File: config.mk
export PLATFORM = sky130hd
export DESIGN_NAME = vtu_row_sum
export DESIGN_NICKNAME = d
export VERILOG_FILES = /design/src/hdl/vtu_pkg.sv /design/src/hdl/vtu_row_sum.sv
export SDC_FILE = /design/constraint.sdc
export NUM_CORES = 1
export LEC_CHECK = 0
export ABC_AREA = 0
export BUFFER_PORTS_ARGS = -buffer_cell sky130_fd_sc_hd__buf_2
export CORE_MARGIN = 5
export CORE_UTILIZATION = 55
export DETAILED_ROUTE_END_ITERATION = 8
export MAX_ROUTING_LAYER = met4
export PLACE_DENSITY = 0.87
export SETUP_SLACK_MARGIN = 0.4
export SLEW_MARGIN = 15
export SYNTH_ARGS = -nofsm -noshare
export SYNTH_HDL_FRONTEND = slang
export SYNTH_SLANG_ARGS = --single-unit
File: constraint.sdc
create_clock -name vclk -period 9.85
set_input_delay 1.97 -clock vclk [all_inputs]
set_output_delay 1.97 -clock vclk [all_outputs]
set_load 0.005 [all_outputs]
File: src/hdl/vtu_pkg.sv
// Shared types, constants and helpers for the vertex transform unit.
// No dependencies; used by every module of the block.
package vtu_pkg;

  // Q16.16 signed element and its full-precision product
  typedef logic signed [31:0] q16_t;
  typedef logic signed [63:0] prod_t;

  localparam int unsigned NumRows  = 4;
  localparam int unsigned NumElems = NumRows * NumRows;
  localparam int unsigned ElemIdxW = $clog2(NumElems);

  // 1.0 in Q16.16
  localparam q16_t QOne  = 32'sh0001_0000;
  localparam q16_t QZero = 32'sh0000_0000;

  // Column-major: index = column * 4 + row
  typedef q16_t [NumElems-1:0] mat_t;
  typedef q16_t [NumRows-1:0]  vec_t;
  typedef prod_t [NumRows-1:0] prod_row_t;

  typedef enum logic [1:0] {
    KIND_LOAD_ELEM   = 2'd0,
    KIND_LOAD_IDENT  = 2'd1,
    KIND_CLEAR_TRANS = 2'd2,
    KIND_TRANSFORM   = 2'd3
  } kind_e;

  // Matrix update request from the input side
  typedef struct packed {
    logic                valid;
    kind_e               kind;
    logic [ElemIdxW-1:0] index;
    q16_t                value;
  } mat_cmd_t;

  // Identity: diagonal elements are those whose column equals their row
  function automatic mat_t identity_mat();
    mat_t                m;
    logic [ElemIdxW-1:0] idx;
    for (int i = 0; i < NumElems; i++) begin
      idx  = ElemIdxW'(i);
      m[i] = (idx[1:0] == idx[3:2]) ? QOne : QZero;
    end
    return m;
  endfunction

endpackage

File: src/hdl/vtu_row_sum.sv
// One output component: sum of four products, floor shift by 16, saturate.
// Depends on vtu_pkg for the product and element types.
module vtu_row_sum import vtu_pkg::*; (
  input  prod_row_t prods_i,
  output q16_t      res_o,
  output logic      sat_o
);

  // four 64-bit signed products need 66 bits for an exact sum
  logic signed [65:0] sum;
  logic               ovf;

  always_comb begin
    sum = 66'(prods_i[0]) + 66'(prods_i[1]) + 66'(prods_i[2]) + 66'(prods_i[3]);
    // sum >>> 16 fits 32 bits signed only if bits 65..47 all match
    ovf = !((&sum[65:47]) || !(|sum[65:47]));
    if (!ovf) begin
      res_o = q16_t'(sum[47:16]);
    end else if (sum[65]) begin
      res_o = 32'sh8000_0000;
    end else begin
      res_o = 32'sh7FFF_FFFF;
    end
    sat_o = ovf;
  end

endmodule

==> After elaboration in Yosys (flattened, before gate mapping) <==
Index checks and enable logic that the tools add are counted.
{ "totals": {"register_bits": 0} }
{ "classes": {"n_reduce_logical": 5, "mux": 2, "n_addsub": 3} }
{ "op_table": {"columns": ["cell", "count"], "rows": [
  ["65-bit by 64-bit adder with 66-bit output", 1],
  ["66-bit by 64-bit adder with 66-bit output", 1],
  ["64-bit by 64-bit adder with 65-bit output", 1],
  ["32-bit two-way mux", 2],
  ["19-bit AND reduction", 1],
  ["19-bit OR reduction", 1],
  ["1-bit zero test", 2],
  ["1-bit logical OR", 1]
]} }

==> Depth between registers and ports, before layout <==
Gate-level depths: netlist of run 1.
{ "logic_depth": {"ltp_word": 7, "ltp_mapped": 19} }

==> Least setup slack after synthesis of run 1 <==
OpenSTA, ideal clock, no wires.
{ "synth_timing": {"path_kind": "input -> output", "startpoint": "in prods_i[4] (netlist bit)", "endpoint": "out res_o[12]", "setup_slack_ns": 1.595, "n_path_buf": 1, "stages": 17, "required_time_ns": 7.880, "arrival_time_ns": 6.285, "path_cell_list": "inv_1 -> fa_1 -> inv_1 -> fa_1 -> ha_1 -> and4b_4 -> a221o_1 -> a211oi_2 -> a21oi_1 -> and3_1 -> or4_4 -> a2111oi_4 -> o211ai_2 -> nor4_4 -> nand2_2 -> buf_6 -> o311ai_1"} }
{ "synth_between": {"elab_chain_cells": 7, "word_cells_on_any_way": 9, "cone_classes": "add/sub (3); mux (2); reduce/logical (4)"} }
{ "synth_rtl": {"columns": ["item", "line_no", "rtl"], "rows": [
  ["start, declared", "vtu_row_sum.sv:4", "input prod_row_t prods_i,"],
  ["64-bit by 64-bit adder with 65-bit output (*)", "vtu_row_sum.sv:14", "sum = 66'(prods_i[0]) + 66'(prods_i[1]) + 66'(prods_i[2]) + 66'(prods_i[3]);"],
  ["65-bit by 64-bit adder with 66-bit output (*)", "vtu_row_sum.sv:14", null],
  ["66-bit by 64-bit adder with 66-bit output (*)", "vtu_row_sum.sv:14", null],
  ["19-bit OR reduction", "vtu_row_sum.sv:16", "ovf = !((&sum[65:47]) || !(|sum[65:47]));"],
  ["1-bit zero test", "vtu_row_sum.sv:16", null],
  ["1-bit logical OR", "vtu_row_sum.sv:16", null],
  ["32-bit two-way mux (*)", "vtu_row_sum.sv:17", "if (!ovf) begin"],
  ["end, declared", "vtu_row_sum.sv:5", "output q16_t res_o,"]
]} }
Every way passes the cells marked *; elsewhere a longest branch is shown, timed or not.

==> Worst setup path after layout of run 1 <==
{ "layout_timing": {"startpoint": "in prods_i[25] (netlist bit)", "endpoint": "out res_o[15]"} }
Same word-level chain as after synthesis.

==> qor.txt, run 1 <==
outcome = completed
die area = 19500 µm²
Final min period = 9210 ps
ANT nets after route = 0
syn avg cell area = 7.16 µm²
drt first-iter violations = 702
Final Cell Area = 10900 µm²
IO Port Bufs = 289
placed cell areas = 10900 µm²
row count = 47
Nets = 1995
Mapped Area = 9260 µm²
most common cell after layout, fill and taps aside = inv_1
setup_tns = 0 ps
fraction of layout instances using a drive strength above 1 = 23.0%
hold slack = 4780 ps
Final Setup Violations = 0
Hold Vio Cnt, Final = 0
post-synth top area share = 27.7%
Core Area = 16500 µm²
number of antenna diodes = 0
Worst Tran Pin Value = 811 ps
Routed WL = 29900 µm
post_cts resized = 0
Max-cap violations = 0
number of clock-tree buffers in the layout = 0
Mapped Cells = 1294
global-route wire length before repair = 48900 µm
HP Class = input port to output port
P&R area growth vs syn = 17.9%
area occupied by registers = 0 µm²
hold_buf cts = 0
Netlist cell types = 80
top cells by area, synth = fa_1 28%, inv_1 14%, ha_1 8.5%
CP Capture Type = output port
All-Layer GR Usage = 30.5%
WP data arrival = 7240 ps
routability cong. = 1.05
I/O pin count = 289
Synth Net Count = 1741
CP Launch Type = input port
Peak supply drop = 159 µV
Die Span X = 140 µm
Crit Path Category = input port to output port
Power, Total = 2250 µW
via/cell ratio = 5.61
Yosys top cell by area = fa_1
Syn. warnings = 0
final core occ = 66.1%
initial antenna violation count = 0
fin. max-slew vios = 0
Leak = 0.00584 µW
via count = 9909
largest net degree at the start of global routing = 37
Critical Path RT = 7880 ps
DRT Pass-1 Iters = 5
vias in the first global route = 10000
Starting Density = 56.0%
crit share post-route = 93.5%
number of remaining DRC errors = 0
maximum fanout along the worst path = 19
most frequent cells in the layout = 346 x inv_1, 289 x buf_2, 128 x fa_1
Slew headroom = 45.3%
number of sequential cells = 0
Die H = 140 µm
GRT Residual Overflow = 0
post-synthesis sequential area ratio = 0%
Avg WL per Cell = 16.9 µm
Post-CTS Setup Repair Bufs = 0
FMAX = 109 MHz
RSZ-0062 raised after global routing = no
PD cells = 207 nW/µm²
hpwl dp = 26500 µm
-- final cells by class --
cell class | count | area (µm²)
fillers | 1468 | 5610
inverters | 346 | 1300
multi-input cells | 895 | 7750
well taps | 220 | 275
repair buffers | 305 | 1590
-- per-layer routing --
metal  share of wire [%]  vias to the layer above  track usage (%)  routed length [µm]
li1                    -                     4767                -                   -
met4                 1.4                        0             4.23                 430
met5                   0                        -                -                   0
met3                 7.0                       38             2.64                2100
met2                  50                      440             53.3               14900
met1                  42                     4664             39.6               12500
-- critical path, cell delays in order --
cell       delay [ps]
buf_2              70
inv_1              40
fa_1              490
fa_1              510
inv_1              40
ha_1              440
nand4_1           250
nor4_1            370
buf_4             180
o2111ai_1         100
o22ai_1           510
or3_1             220
a311oi_1          160
a2111oi_4         390
o211ai_2          180
nor4_4            310
nand2_2           220
buf_4             280
o311ai_1          300
buf_2             170
-- Yosys cell counts, types with 19 or more instances --
master / number
inv_1: 346
fa_1: 128
nand2_1: 111
nor2_1: 89
a21oi_1: 88
o21ai_0: 65
ha_1: 63
nand4_1: 32
clkbuf_1: 29
nor3_1: 21
xnor2_1: 21
xor2_1: 19
-- report_power, final --
| part | switching [µW] | internal (µW) | leakage (µW) |
|---|---|---|---|
| Clock | 0 | 0 | 0 |
| Combinational | 1400 | 853 | 0.00584 |
| Sequential | 0 | 0 | 0 |
| Total | 1400 | 853 | 0.00584 |
-- worst paths after layout --
check / slack (ps) / depth (start not counted) / to / start
max: 640 / 20 / res_o[15] / prods_i[25]
min: 4780 / 6 / res_o[31] / prods_i[255]
-- cell families after synthesis --
family	count (synthesis)	share of synthesized area, %
multiplexers	4	0.459
adder cells (fa/ha/maj)	191	36.2
buffers and inverters	399	16.8
AO/OA/AOI/OAI	315	24.4
XOR/XNOR	40	3.78
AND/OR/NAND/NOR	345	18.5
-- stage by stage --
stage / cells / setup slack [ps]
6_report: 1766 / 636
4_1_cts: 1766 / 449
3_3_place_gp: 1766 / 474
3_5_place_dp: 1766 / 485
5_1_grt: 1766 / 387
2_1_floorplan: 1294 / 1600
Power figures use the tool's default switching activity.
==> run 2, diff against run 1 <==
PLACE_DENSITY = 0.88   (was 0.87)
==> qor.txt, run 2 (synthesis results as in run 1) <==
IO Port Bufs = 289 (unchanged)
ANT nets after route = 0 (unchanged)
I/O pin count = 289 (unchanged)
die area = 19500 µm² (unchanged)
fraction of layout instances using a drive strength above 1 = 22.9% (-0.085 points)
via count = 10000 (+1.1%)
largest net degree at the start of global routing = 37 (unchanged)
Critical Path RT = 7880 ps (about the same)
crit share post-route = 93.3% (-0.22 points)
GRT Residual Overflow = 0 (unchanged)
Routed WL = 29400 µm (-1.8%)
Switch Pwr = 1400 µW (about the same)
Hold Vio Cnt, Final = 0 (unchanged)
Peak supply drop = 126 µV (-21%)
HP Class = input port to output port
DRT Pass-1 Iters = 5 (unchanged)
via/cell ratio = 5.68 (+1.2%)
Fillers = 1478 (+0.68%)
maximum fanout along the worst path = 20 (+1)
most common cell after layout, fill and taps aside = inv_1
Max-cap violations = 0 (unchanged)
Core Area = 16500 µm² (unchanged)
Die H = 140 µm (unchanged)
CP startpoint = prods_i[4]
number of remaining DRC errors = 0 (unchanged)
most frequent cells in the layout = 346 x inv_1, 289 x buf_2, 128 x fa_1
Final min period = 9190 ps (-22.1 ps)
clock power share = 0% (unchanged)
number of clock-tree buffers in the layout = 0 (unchanged)
placed cell areas = 10900 µm² (-0.21%)
Slew headroom = 47.2% (+1.9 points)
CP Capture Type = output port
Avg WL per Cell = 16.7 µm (-1.7%)
Sw Share = 62.3% (+0.12 points)
All-Layer GR Usage = 30.0% (-0.44 points)
number of antenna diodes = 0 (unchanged)
Most Used Layer, Global Route = met2
met1 usage in global routing = 38.8% (-0.78 points)
PD cells = 206 nW/µm² (-0.33%)
hpwl dp = 26000 µm (-2.1%)
Global Route met3 Usage = 2.50% (-0.14 points)
power share of the combinational group = 100.0% (about the same)
area occupied by registers = 0 µm² (unchanged)
Leak = 0.00583 µW (-0.18%)
Starting Density = 56.0% (unchanged)
fin. max-slew vios = 0 (unchanged)
Die Span X = 140 µm (unchanged)
P&R area growth vs syn = 18.0%
Cell Int Power = 849 µW (-0.53%)
worst hold start = prods_i[255]
WP data arrival = 7220 ps (-20 ps)
CP Launch Type = input port
number of sequential cells = 0 (unchanged)
Crit Path Category = input port to output port
drt first-iter violations = 677 (-3.6%)
global-route wire length before repair = 48200 µm (-1.5%)
RSZ-0062 raised after global routing = no
Final Cell Area = 10900 µm² (+0.13%)
vias in the first global route = 10200 (+1.6%)
setup_tns = 0 ps (unchanged)
initial antenna violation count = 0 (unchanged)
FMAX = 109 MHz (+0.24%)
routability cong. = 1.02 (-2.6%)
routing usage on met2 = 51.8% (-1.5 points)
sequential share of power = 0% (unchanged)
Worst Tran Pin Value = 783 ps (-28.3 ps)
hold_buf cts = 0 (unchanged)
row count = 47 (unchanged)
Final Setup Violations = 0 (unchanged)
outcome = completed
Nets = 1992 (-0.15%)
==> run 2: changes by cell type in the layout (fill, tap and decap cells not counted) <==
| cell | before | now |
|---|---|---|
| o21ai_4 | 0 | 1 |
| a21oi_1 | 87 | 88 |
| o21ai_2 | 1 | 0 |
| o22ai_1 | 5 | 4 |
| nand3_1 | 18 | 17 |
| a2111oi_4 | 1 | 2 |
| nand3_2 | 0 | 1 |
| buf_4 | 14 | 11 |
| a2111oi_2 | 2 | 1 |
| a31o_4 | 0 | 1 |
| a21oi_2 | 1 | 0 |
| o22ai_2 | 0 | 1 |
| a31o_2 | 1 | 0 |
==> run 2: power groups by stage <==
stage          clock [µW]  combinational (µW)  sequential (µW)
2_1_floorplan           0                1540                0
3_3_place_gp            0                2150                0
3_5_place_dp            0                2180                0
4_1_cts                 0                2200                0
5_1_grt                 0                2470                0
6_report                0                2250                0
==> run 2: stage by stage <==
step / cells / power, µW / setup slack, ps / util [%] / hold slack [ps]
2_1_floorplan: 1294 / 1540 / 1600 / - / 4380
5_1_grt: 1763 / 2470 / 400 / 66.2 / 4880
6_report: 1763 / 2250 / 658 / 66.2 / 4810
4_1_cts: 1763 / 2200 / 447 / 65.8 / 4810
3_5_place_dp: 1763 / 2180 / 376 / 65.8 / 4810
3_3_place_gp: 1763 / 2150 / 418 / 65.8 / 4820
==> run 2: what timing repair did <==
action	4_1_cts	5_1_grt
endpoints found under the setup margin	1	32
hold endpoints to repair	0	0
gates resized for setup	1	9
setup buffers	0	0
==> run 2: critical path: stages <==
cell       delay [ps]
buf_2              80
inv_1              50
fa_1              540
inv_1              60
fa_1              460
ha_1              340
and4b_4           220
a22o_2            220
nor4_2            540
o22ai_2           250
nor4_1            420
a311oi_1          170
a2111oi_4         390
o211ai_2          180
nor4_4            330
nand2_2           220
buf_4             290
o311ai_1          310
buf_2             170
==> run 2: worst paths after layout <==
path | endpoint | slack [ps] | depth (start not counted)
min | res_o[31] | 4810 | 6
max | res_o[12] | 660 | 19
==> run 2: routing by layer <==
metal / vias up / routed length, µm
met5: - / 0
met4: 0 / 702
met3: 50 / 2130
met2: 463 / 14100
met1: 4740 / 12400
li1: 4762 / -
==> run 2: area by class of cell <==
| cell class | count | area (µm²) | share of cell area [%] |
|---|---|---|---|
| tap | 220 | 275 | 2.52 |
| inverter | 346 | 1300 | 11.9 |
| timing repair buffer | 302 | 1570 | 14.4 |
| multi-input combinational | 895 | 7790 | 71.2 |
