--- src/hdl/vtu_pkg.sv ---
// Shared types, constants and helpers for the vertex transform unit.
// No dependencies; used by every module of the block.
package vtu_pkg;

  // Q16.16 signed element and its full-precision product
  typedef logic signed [31:0] q16_t;
  typedef logic signed [63:0] prod_t;

  localparam int unsigned NumRows  = 4;
  localparam int unsigned NumElems = NumRows * NumRows;
  localparam int unsigned ElemIdxW = $clog2(NumElems);

  // 1.0 in Q16.16
  localparam q16_t QOne  = 32'sh0001_0000;
  localparam q16_t QZero = 32'sh0000_0000;

  // Column-major: index = column * 4 + row
  typedef q16_t [NumElems-1:0] mat_t;
  typedef q16_t [NumRows-1:0]  vec_t;
  typedef prod_t [NumRows-1:0] prod_row_t;

  typedef enum logic [1:0] {
    KIND_LOAD_ELEM   = 2'd0,
    KIND_LOAD_IDENT  = 2'd1,
    KIND_CLEAR_TRANS = 2'd2,
    KIND_TRANSFORM   = 2'd3
  } kind_e;

  // Matrix update request from the input side
  typedef struct packed {
    logic                valid;
    kind_e               kind;
    logic [ElemIdxW-1:0] index;
    q16_t                value;
  } mat_cmd_t;

  // Identity: diagonal elements are those whose column equals their row
  function automatic mat_t identity_mat();
    mat_t                m;
    logic [ElemIdxW-1:0] idx;
    for (int i = 0; i < NumElems; i++) begin
      idx  = ElemIdxW'(i);
      m[i] = (idx[1:0] == idx[3:2]) ? QOne : QZero;
    end
    return m;
  endfunction

endpackage

--- src/hdl/vtu_matrix.sv ---
// Transform matrix store: 16 Q16.16 elements, reset to identity.
// Depends on vtu_pkg for the command struct and matrix types.
module vtu_matrix import vtu_pkg::*; (
  input  logic     clk_i,
  input  logic     rst_ni,
  input  mat_cmd_t cmd_i,
  output mat_t     mat_o
);

  mat_t mat_q, mat_d;

  always_comb begin
    mat_d = mat_q;
    if (cmd_i.valid) begin
      unique case (cmd_i.kind)
        KIND_LOAD_ELEM:   mat_d[cmd_i.index] = cmd_i.value;
        KIND_LOAD_IDENT:  mat_d = identity_mat();
        KIND_CLEAR_TRANS: begin
          // translation column, rows x..z
          mat_d[12] = QZero;
          mat_d[13] = QZero;
          mat_d[14] = QZero;
        end
        KIND_TRANSFORM:   mat_d = mat_q;
        default:          mat_d = mat_q;
      endcase
    end
  end

  always_ff @(posedge clk_i or negedge rst_ni) begin
    if (!rst_ni) begin
      mat_q <= identity_mat();
    end else begin
      mat_q <= mat_d;
    end
  end

  assign mat_o = mat_q;

endmodule

--- config.mk ---
export PLATFORM = sky130hd
export DESIGN_NAME = vtu_matrix
export DESIGN_NICKNAME = d
export VERILOG_FILES = /design/src/hdl/vtu_pkg.sv /design/src/hdl/vtu_matrix.sv
export SDC_FILE = /design/constraint.sdc
export NUM_CORES = 1
export LEC_CHECK = 0
export ABC_AREA = 1
export BUFFER_PORTS_ARGS = -buffer_cell sky130_fd_sc_hd__buf_2
export CAP_MARGIN = 20
export CORE_AREA = 2 2 217 219
export CTS_CLUSTER_DIAMETER = 50
export DETAILED_ROUTE_END_ITERATION = 6
export DIE_AREA = 0 0 219 221
export PLACE_DENSITY = 0.74
export SYNTH_ARGS = -nofsm -noshare
export SYNTH_HDL_FRONTEND = slang
export SYNTH_SLANG_ARGS = --single-unit
export TNS_END_PERCENT = 1
--- constraint.sdc ---
create_clock -name clk_i -period 0.8 [get_ports clk_i]
set_input_delay 0.12 -clock clk_i [delete_from_list [all_inputs] [get_ports clk_i]]
set_output_delay 0.12 -clock clk_i [all_outputs]
set_load 0.01 [all_outputs]
Word level (Yosys, flattened, before mapping)
Cells that the tools add are included.

storage, ports and cells
  register bits = 512
  input port bits = 41
  output and inout bits = 512
  logic and storage cells = 34

cells by class
  magnitude comparators = 2
  equality and inequality tests = 3
  muxes and demuxes = 6
  bitwise operators = 1
  reduce and logical (&&, ||, !) cells = 6

operators with widths
  operator              count
  $pmux W384 S2         1
  $bwmux W512           1
  $pmux W96 S2          1
  $demux W32 S4         1
  $pmux W32 S2          1
  $mux W32              1
  $lt A4 B5 Y1 const B  1
  $eq A2 B2 Y1 const B  2
  $ge A4 B1 Y1 const B  1
  $reduce_and A2 Y1     2
  $eq A2 B1 Y1 const B  1
  $logic_not A2 Y1      1
  $reduce_bool A2 Y1    1
  $reduce_or A2 Y1      1
  $logic_and A1 B1 Y1   1
  $not A1 Y1            1

Longest topological paths before layout
Gate-level depths: netlist of the first run.

  depth in word-level cells = 6
  depth in mapped cells = 9
  depth with buffers taken out = 7

Worst setup path after synthesis of the first run
No wires, ideal clock.

  path kind = input port to flip-flop
  start point = in cmd_i[37] in the netlist's numbering
  end point = reg mat_q (netlist bit mat_o[490])
  setup time = 0.065 ns
  arrival = 1.119 ns
  data required time = 0.735 ns
  path slack = -0.384 ns
  cell stages on the path = 9
  buffers on the path = 2
  cells stage by stage = inv_1 ha_1 inv_2 nand3_2 buf_6 nor2_4 buf_4 nand2_1 nand2_1

between the ends
  word-level cells in the longest chain between the ends = 3
  elaborated cells between the ends (all ways) = 5
  classes of those cells = 1 x eq/ne; 1 x mux; 3 x reduce/logical

RTL lines
  what                                              line              source
  start: declaration                                vtu_matrix.sv:6   input mat_cmd_t cmd_i,
  $eq A2 B1 Y1 or $logic_not A2 Y1 (tied branches)  vtu_matrix.sv:15  unique case (cmd_i.kind)
  $reduce_bool A2 Y1 (no source line)               -
  $reduce_and A2 Y1 (no source line)                -
  end signal: assignment                            vtu_matrix.sv:32  mat_q <= identity_mat();
  end signal: assignment                            vtu_matrix.sv:34  mat_q <= mat_d;
  end: declaration                                  vtu_matrix.sv:10  mat_t mat_q, mat_d;

Parallel ways exist; a longest one is shown, timed or not.
A chain may end at the register's enable or synchronous reset.

Worst setup path in the final report of the first run
  start point = reg mat_q (netlist bit mat_o[336])
  end point = out mat_o[336] in the netlist's numbering

RTL lines
  what              line             source
  end: declaration  vtu_matrix.sv:7  output mat_t mat_o

No word-level cell between the ends.

==> out/results.tsv, run 1 <==
metric	value	unit
RSZ-0062 raised after global routing	yes	
initial antenna violation count	5	
gr usage total	0.307	
DRC Markers	0	
Leak Pwr	0.0171	uW
max FFs per register	512	
Synth top cells by count	nand2_1, dfrtp_1, buf_2, inv_1, nor2_4	
CP Class	reg -> out	
number of flops mapped to enable cells by yosys	0	
Peak supply drop	1.59	mV
Max-Cap Viols	0	
Final Non-Filler Cells	3660	
io pins	553	
Placed Area	0.0253	mm^2
row cnt	79	
DR iter-0 viols	1744	
Mapped Nets	2414	
Die Height	221	um
Final WS setup	-0.580	ns
Max FO, Critical Path	2	
Mapped Avg Cell Area	8.66	um^2
Max clock buf depth	3	
Core Region	0.0461	mm^2
synth top area cells	dfrtp_1, nand2_1, buf_2	
Pwr per Cell Area	2110	mW/mm^2
Peak Freq	725	MHz
Root Buffer Master	clkbuf_16	
Primary FF master, synth	dfrtp_1	
Slew @ Worst Pin	0.513	ns
failing checks	setup timing	
largest net degree at the start of global routing	74	
PortBufs	552	
slowest CP cell	dfstp_2	
Post-DRT Antenna Nets	0	
# setup viols final	565	
FF+latch count, synth	512	
Synth top area share	0.619	
pre-CTS worst setup slack	-0.780	ns
Cells after Synth	2370	
Worst path top cell family by delay	flip-flops	
latest clock arrival within the worst-skew pair	0.60	ns
placed cell count	3549	
Max-Slew Margin vs Limit	0.657	
CTS tree	yes	
vias per std cell	5.07	
area leader, netlist	dfrtp_1	
vias in the first global route	18500	
die area	0.0484	mm^2
first-pass GRT wire length	112000	um
final hold violation count	0	
Synth warnings	0	
library cells used by synthesis	17	
fin nets	3054	
CP Cell Sequence	buf_6	
layout cells sized above 1	0.289	
sequential share of the synthesized area	0.624	
clk slew on worst S/H paths	0.06	ns
fin. max-slew vios	0	
CTS Buf Count	54	
Tcrit/Tclk final	1.73	
crit path DAT	1.26	ns
Initial Util	0.446	
status	finished, violations left	
Tot Pwr	59700	uW
final wirelength	75100	um
CP startpoint kind	flip-flop	
slowest stage delay, CP	0.54	ns
HP Class	in -> reg	
Vias	18500	
CTS HTree Levels	2	
clock period minus worst slack	1.38	ns
Async S/R FF share, synth	1.00	
gp weighted congestion	0.890	
critical path capture point type	primary output	
Clock Sinks	512	
Clock Skews	0	ns
HPWL Detailed	52400	um
Mapped Area	0.0205	mm^2
Area Growth Syn to Fin	38.1	%
Die X	219	um
worst path required time	0.68	ns
global route total overflow	0	
top-count cell post-synth	nand2_1	
Design Area, Final	0.0284	mm^2
WL per Instance	20.5	um
iteration count of the initial detailed-routing pass	6	
WP buf/inv	1	
==> area by class of cell <==
class | instances | area [um^2]
inverters | 58 | 228
fillers | 3746 | 17700
flip-flops and latches | 512 | 12800
clock inverters | 16 | 168
well taps | 607 | 759
clock buffers | 77 | 1570
diodes | 6 | 15.0
repair buffers | 719 | 6020
multi-input cells | 1665 | 6780
==> where the power goes <==
part           total [uW]  internal, uW  leakage, uW  switching [uW]
Sequential          28100         27200      0.00706             879
Clock               24700         14300     0.000862           10400
Combinational        6940          2820      0.00916            4130
Total               59700         44300       0.0171           15400
==> worst paths after layout <==
path / from / to / slack (ns) / depth (start not counted)
max: mat_o[336]$_DFFE_PN1P_ / mat_o[336] / -0.58 / 1
min: cmd_i[18] / mat_o[242]$_DFFE_PN0P_ / 0.00008 / 5
max reg2reg: mat_o[218]$_DFFE_PN0P_ / mat_o[218]$_DFFE_PN0P_ / -0.01 / 3
min reg2reg: mat_o[14]$_DFFE_PN0P_ / mat_o[14]$_DFFE_PN0P_ / 0.46 / 2
max in group asynchronous: rst_ni / mat_o[53]$_DFFE_PN0P_ / 0.17 / 4
min in group asynchronous: rst_ni / mat_o[469]$_DFFE_PN0P_ / 0.17 / 3
==> repair_timing <==
action | in CTS | in global routing
endpoints found under the setup margin | 913 | 841
endpoints found under the hold margin | 551 | 0
gates resized for setup | 105 | 111
pin swaps | 16 | 115
setup buffers | 4 | 0
hold buffers | 8 | 0
==> metrics by stage <==
step | hold slack [ns] | util | setup TNS, ns
6_report | 0.0000848 | 0.616 | -230.11
5_1_grt | 0.00580 | 0.616 | -256.36
4_1_cts | -0.0277 | 0.603 | -241.82
3_5_place_dp | -0.0355 | 0.550 | -345.96
3_3_place_gp | -0.0370 | 0.550 | -328.78
2_1_floorplan | -0.176 | - | -149.71
==> cells in the final DEF (no fill, tap or decap), types with 2 or more instances in the layout <==
master	Yosys	final
buf_12	0	75
buf_2	81	389
buf_4	29	79
buf_6	22	167
bufinv_16	0	2
clkbuf_1	3	11
clkbuf_16	0	55
clkbuf_8	0	11
clkinv_2	0	6
clkinv_4	0	2
dfrtp_1	508	508
dfstp_2	4	4
diode_2	0	6
dlygate4sd3_1	0	7
ha_4	0	2
inv_1	56	53
inv_2	2	3
inv_6	0	3
inv_8	0	4
nand2_1	1576	1565
nand2_2	0	11
nand2_4	6	5
nand3_1	4	4
nor2_1	24	14
nor2_2	19	15
nor2_4	31	45
==> cells by family after synthesis <==
group           after synthesis  synth area share
simple gates               1661             0.320
flops                       512             0.624
buf+inv                     193            0.0536
fa+ha+maj                     3           0.00183
compound gates                1          0.000244
==> routing by layer <==
metal  part of all wire  GRT usage  wire length [um]
met2               0.48      0.498             36200
met5                  0          0                 0
met1               0.39      0.391             29200
met3              0.081     0.0707              6090
met4              0.048      0.138              3590
Power figures use the tool's default switching activity.
==> inputs of run 2 (changes only) <==
--- a/config.mk
+++ b/config.mk
@@ -13,6 +13,7 @@
 export DETAILED_ROUTE_END_ITERATION = 6
 export DIE_AREA = 0 0 219 221
 export PLACE_DENSITY = 0.74
+export SETUP_SLACK_MARGIN = 0.4
 export SYNTH_ARGS = -nofsm -noshare
 export SYNTH_HDL_FRONTEND = slang
 export SYNTH_SLANG_ARGS = --single-unit
==> run 2 against run 1 <==
The run ends with hold timing, setup timing left; non-clock buffer count is 12 lower; sequential share of layout area is 1.2 points lower; final cell count is 0.14% lower; worst setup slack better by 0.011 ns; critical endpoint unchanged.
==> out/results.tsv, run 2 (synthesis results as in run 1) <==
metric	value	unit
Worst path top cell family by delay	flip-flops	
CP Class	reg -> out	
clock period minus worst slack	1.37	ns
Design Area, Final	0.0291	mm^2
Area Growth Syn to Fin	41.9	%
Final Non-Filler Cells	3655	
iteration count of the initial detailed-routing pass	6	
Initial Util	0.446	
vias per std cell	5.10	
Core Region	0.0461	mm^2
RSZ-0062 raised after global routing	yes	
Tcrit/Tclk final	1.71	
slowest CP cell	dfstp_2	
DR iter-0 viols	1650	
Placed Area	0.0254	mm^2
Max FO, Critical Path	2	
layout cells sized above 1	0.365	
first-pass GRT wire length	111000	um
PortBufs	552	
CP startpoint kind	flip-flop	
Pwr per Cell Area	2070	mW/mm^2
latest clock arrival within the worst-skew pair	0.59	ns
worst hold margin	-0.541	ns
Max clock buf depth	3	
io pins	553	
vias in the first global route	18600	
Peak supply drop	1.64	mV
fin. max-slew vios	0	
CTS tree	yes	
Clock Sinks	512	
Die Height	221	um
die area	0.0484	mm^2
# setup viols final	529	
global route total overflow	0	
HP Class	in -> async	
Post-DRT Antenna Nets	0	
Slew @ Worst Pin	0.354	ns
Vias	18600	
fin nets	3043	
largest net degree at the start of global routing	65	
pre-CTS worst setup slack	-0.683	ns
HPWL Detailed	51300	um
Die X	219	um
CTS HTree Levels	2	
most common cell after layout, fill and taps aside	nand2_1	
gp weighted congestion	0.874	
gr usage total	0.301	
row cnt	79	
max FFs per register	512	
Max-Slew Margin vs Limit	0.764	
CTS Buf Count	55	
clk slew on worst S/H paths	0.06	ns
Final WS setup	-0.569	ns
most frequent cells in the layout	nand2_1, dfrtp_1, buf_2, nand2_2, buf_6	
DRC Markers	0	
placed cell count	3544	
slowest stage delay, CP	0.54	ns
Max-Cap Viols	0	
CP Cell Sequence	buf_6	
Peak Freq	730	MHz
final wirelength	74100	um
failing checks	hold timing, setup timing	
crit path DAT	1.25	ns
WP buf/inv	1	
final hold violation count	535	
worst path required time	0.68	ns
initial antenna violation count	5	
status	finished, violations left	
WL per Instance	20.3	um
critical path capture point type	primary output	
Clock Skews	0	ns
Tot Pwr	60300	uW
Root Buffer Master	clkbuf_16	
Leak Pwr	0.0178	uW
[run 2: changes by cell type in the layout (fill, tap and decap cells not counted), sizes merged]
cell and change:
buf -4, clkbuf +3, clkinv +4, clkinvlp +4
diode -1, dlygate4sd3 -7, dlymetal6s4s -1, inv -3
[run 2: final timing paths]
kind	startpoint	endpoint	slack (ns)	cells past startpoint
worst max-delay path	mat_o[336]$_DFFE_PN1P_	mat_o[336]	-0.57	1
worst min register to register	mat_o[259]$_DFFE_PN0P_	mat_o[259]$_DFFE_PN0P_	0.46	2
min in group clk_i	cmd_i[28]	mat_o[476]$_DFFE_PN0P_	-0.04	5
max in group asynchronous	rst_ni	mat_o[243]$_DFFE_PN0P_	0.85	3
worst min-delay path	rst_ni	mat_o[265]$_DFFE_PN0P_	-0.54	2
worst max register to register	mat_o[176]$_DFFE_PN1P_	mat_o[176]$_DFFE_PN1P_	0.01	3
[run 2: metrics by stage]
stage,utilization,setup TNS [ns]
finish,0.632,-227.95
global route,0.632,-250.66
CTS,0.613,-241.22
detailed placement,0.551,-302.75
global placement,0.551,-286.15
floorplan,-,-149.71
[run 2: final cells by class]
| class | count | area, um^2 |
|---|---|---|
| multi-input combinational | 1665 | 7610 |
| clock buffer | 80 | 1590 |
| clock inverter | 21 | 204 |
| tap | 607 | 759 |
| inverter | 58 | 230 |
| fill | 3619 | 16900 |
| timing repair buffer | 707 | 5900 |
| sequential | 512 | 12800 |
| antenna | 5 | 12.5 |
[run 2: report_power, final]
part           switching (uW)  leakage (uW)  internal, uW
registers                 859       0.00706         27200
clock network           10700      0.000874         14600
logic                    4260       0.00987          2800
[run 2: layer usage]
metal / vias to the layer above / track usage / share of wire
li1: 8310 / - / -
met3: 204 / 0.0731 / 0.087
met2: 927 / 0.491 / 0.48
met1: 9191 / 0.377 / 0.38
met4: 0 / 0.145 / 0.054
met5: - / 0 / 0
[run 2: timing repair]
action / CTS / global route
setup endpoints to repair: 1024 / 1024
pin swaps: 171 / 126
hold endpoints to repair: 549 / 526
resized for setup: 249 / 228
gates cloned: 0 / 0
setup buffers: 2 / 3
==> inputs of run 3 (changes only) <==
--- a/config.mk
+++ b/config.mk
@@ -13,7 +13,7 @@
 export DETAILED_ROUTE_END_ITERATION = 6
 export DIE_AREA = 0 0 219 221
 export PLACE_DENSITY = 0.74
-export SETUP_SLACK_MARGIN = 0.4
+export SETUP_SLACK_MARGIN = 0.05
 export SYNTH_ARGS = -nofsm -noshare
 export SYNTH_HDL_FRONTEND = slang
 export SYNTH_SLANG_ARGS = --single-unit
==> run 3 against run 2 <==
Wire length up 2.0%; the flow still finishes with violations (hold timing, setup timing); final cell count up 0.16%; utilization decreased by 1.1 points; clock-buffer cell count down 3; highest routed layer unchanged; worst hold slack improved by 0.54 ns; combinational power about the same; final area decreased by 1.7%; fmax is 0.53% lower; critical path depth unchanged; flip-flop and latch count unchanged; clock skew unchanged; register-to-register slack got worse by 0.02 ns.
==> out/results.tsv, run 3 (synthesis results as in run 1) <==
metric	value	unit
WL per Instance	20.7	um
status	finished, violations left	
die area	0.0484	mm^2
CTS Buf Count	54	
slowest CP cell	dfstp_2	
Max-Slew Margin vs Limit	0.667	
clk slew on worst S/H paths	0.06	ns
most common cell after layout, fill and taps aside	nand2_1	
crit path DAT	1.26	ns
failing checks	hold timing, setup timing	
most frequent cells in the layout	nand2_1, dfrtp_1, buf_2, buf_6, nand2_2	
first-pass GRT wire length	113000	um
Vias	18700	
PortBufs	552	
CP startpoint kind	flip-flop	
largest net degree at the start of global routing	74	
gp weighted congestion	0.890	
Core Region	0.0461	mm^2
WP buf/inv	1	
HP Class	in -> reg	
Die Height	221	um
Slew @ Worst Pin	0.499	ns
initial antenna violation count	6	
Clock Sinks	512	
worst path required time	0.68	ns
pre-CTS worst setup slack	-0.780	ns
sw power	15500	uW
final wirelength	75600	um
CP Cell Sequence	buf_6	
vias in the first global route	18600	
Die X	219	um
Logic pwr share	0.118	
Max FO, Critical Path	2	
io pins	553	
Peak supply drop	1.60	mV
fin. max-slew vios	0	
latest clock arrival within the worst-skew pair	0.60	ns
Root Buffer Master	clkbuf_16	
gr usage total	0.308	
max FFs per register	512	
critical path capture point type	primary output	
HPWL Detailed	52400	um
DR iter-0 viols	1867	
Final WS setup	-0.577	ns
Pwr per Cell Area	2090	mW/mm^2
fin nets	3055	
Area Growth Syn to Fin	39.4	%
Int Power	44300	uW
Leak Pwr	0.0172	uW
DRC Markers	0	
sequential share of power	0.469	
final hold violation count	1	
Worst path top cell family by delay	flip-flops	
Initial Util	0.446	
worst hold margin	-0.000241	ns
clock power share	0.413	
Clock Skews	0	ns
Max clock buf depth	3	
global route total overflow	0	
CTS tree	yes	
Tcrit/Tclk final	1.72	
layout cells sized above 1	0.322	
setup TNS	-229.72	ns
Switching Share	0.259	
Post-DRT Antenna Nets	0	
iteration count of the initial detailed-routing pass	6	
vias per std cell	5.10	
slowest stage delay, CP	0.54	ns
clock period minus worst slack	1.38	ns
# setup viols final	551	
CTS HTree Levels	2	
row cnt	79	
RSZ-0062 raised after global routing	yes	
final core utilization	0.622	
CP Class	reg -> out	
Max-Cap Viols	0	
Peak Freq	726	MHz
[run 3: cell types whose count changed in the layout (fill, tap and decap cells not counted), sizes merged]
cell / before / now
dlygate4sd3: 0 / 7
buf: 707 / 712
clkinv: 12 / 8
clkinvlp: 4 / 0
clkbuf: 80 / 77
inv: 61 / 64
diode: 5 / 6
dlymetal6s4s: 0 / 1
[run 3: final cells by class]
type / instances / area (um^2)
clock inverters: 16 / 168
multi-input cells: 1665 / 7050
flip-flops and latches: 512 / 12800
fillers: 3719 / 17400
inverters: 58 / 228
well taps: 607 / 759
repair buffers: 720 / 6020
diodes: 6 / 15.0
clock buffers: 77 / 1570
[run 3: power groups by stage]
stage	Sequential (uW)	Clock, uW	Combinational (uW)
floorplan	28900	0	2050
global placement	28300	0	6200
detailed placement	28400	0	6330
CTS	28000	25000	6780
global route	28100	26200	7580
finish	28100	24700	7050
[run 3: metrics by stage]
| step | cell area, um^2 | cells | total power, uW |
|---|---|---|---|
| 5_1_grt | 28600 | 3661 | 61900 |
| 2_1_floorplan | 20700 | 2370 | 30900 |
| 4_1_cts | 28000 | 3654 | 59800 |
| 3_5_place_dp | 25300 | 3549 | 34700 |
| 6_report | 28600 | 3661 | 59800 |
| 3_3_place_gp | 25300 | 3549 | 34500 |
[run 3: worst paths after layout]
| path | cells after the start | endpoint | slack (ns) | startpoint |
|---|---|---|---|---|
| hold / removal | 5 | mat_o[13]$_DFFE_PN0P_ | -0.0002 | cmd_i[13] |
| setup / recovery | 1 | mat_o[336] | -0.58 | mat_o[336]$_DFFE_PN1P_ |
| max in group asynchronous | 4 | mat_o[160]$_DFFE_PN0P_ | 0.19 | rst_ni |
| min in group asynchronous | 3 | mat_o[469]$_DFFE_PN0P_ | 0.17 | rst_ni |
| setup reg to reg | 3 | mat_o[218]$_DFFE_PN0P_ | -0.01 | mat_o[218]$_DFFE_PN0P_ |
| hold reg to reg | 2 | mat_o[13]$_DFFE_PN0P_ | 0.47 | mat_o[13]$_DFFE_PN0P_ |
[run 3: what timing repair did]
action | in CTS | in global routing
endpoints found under the setup margin | 989 | 993
setup buffers | 4 | 1
hold endpoints to repair | 551 | 0
pin swaps | 178 | 148
hold buffers | 8 | 0
resized for setup | 192 | 128
[run 3: layer usage]
metal  vias to the layer above  global-route usage  share of wire
met1                      9119               0.393           0.38
met5                         -                   0              0
met3                       212              0.0693          0.086
li1                       8332                   -              -
met2                      1013               0.502           0.48
met4                         0               0.141          0.047
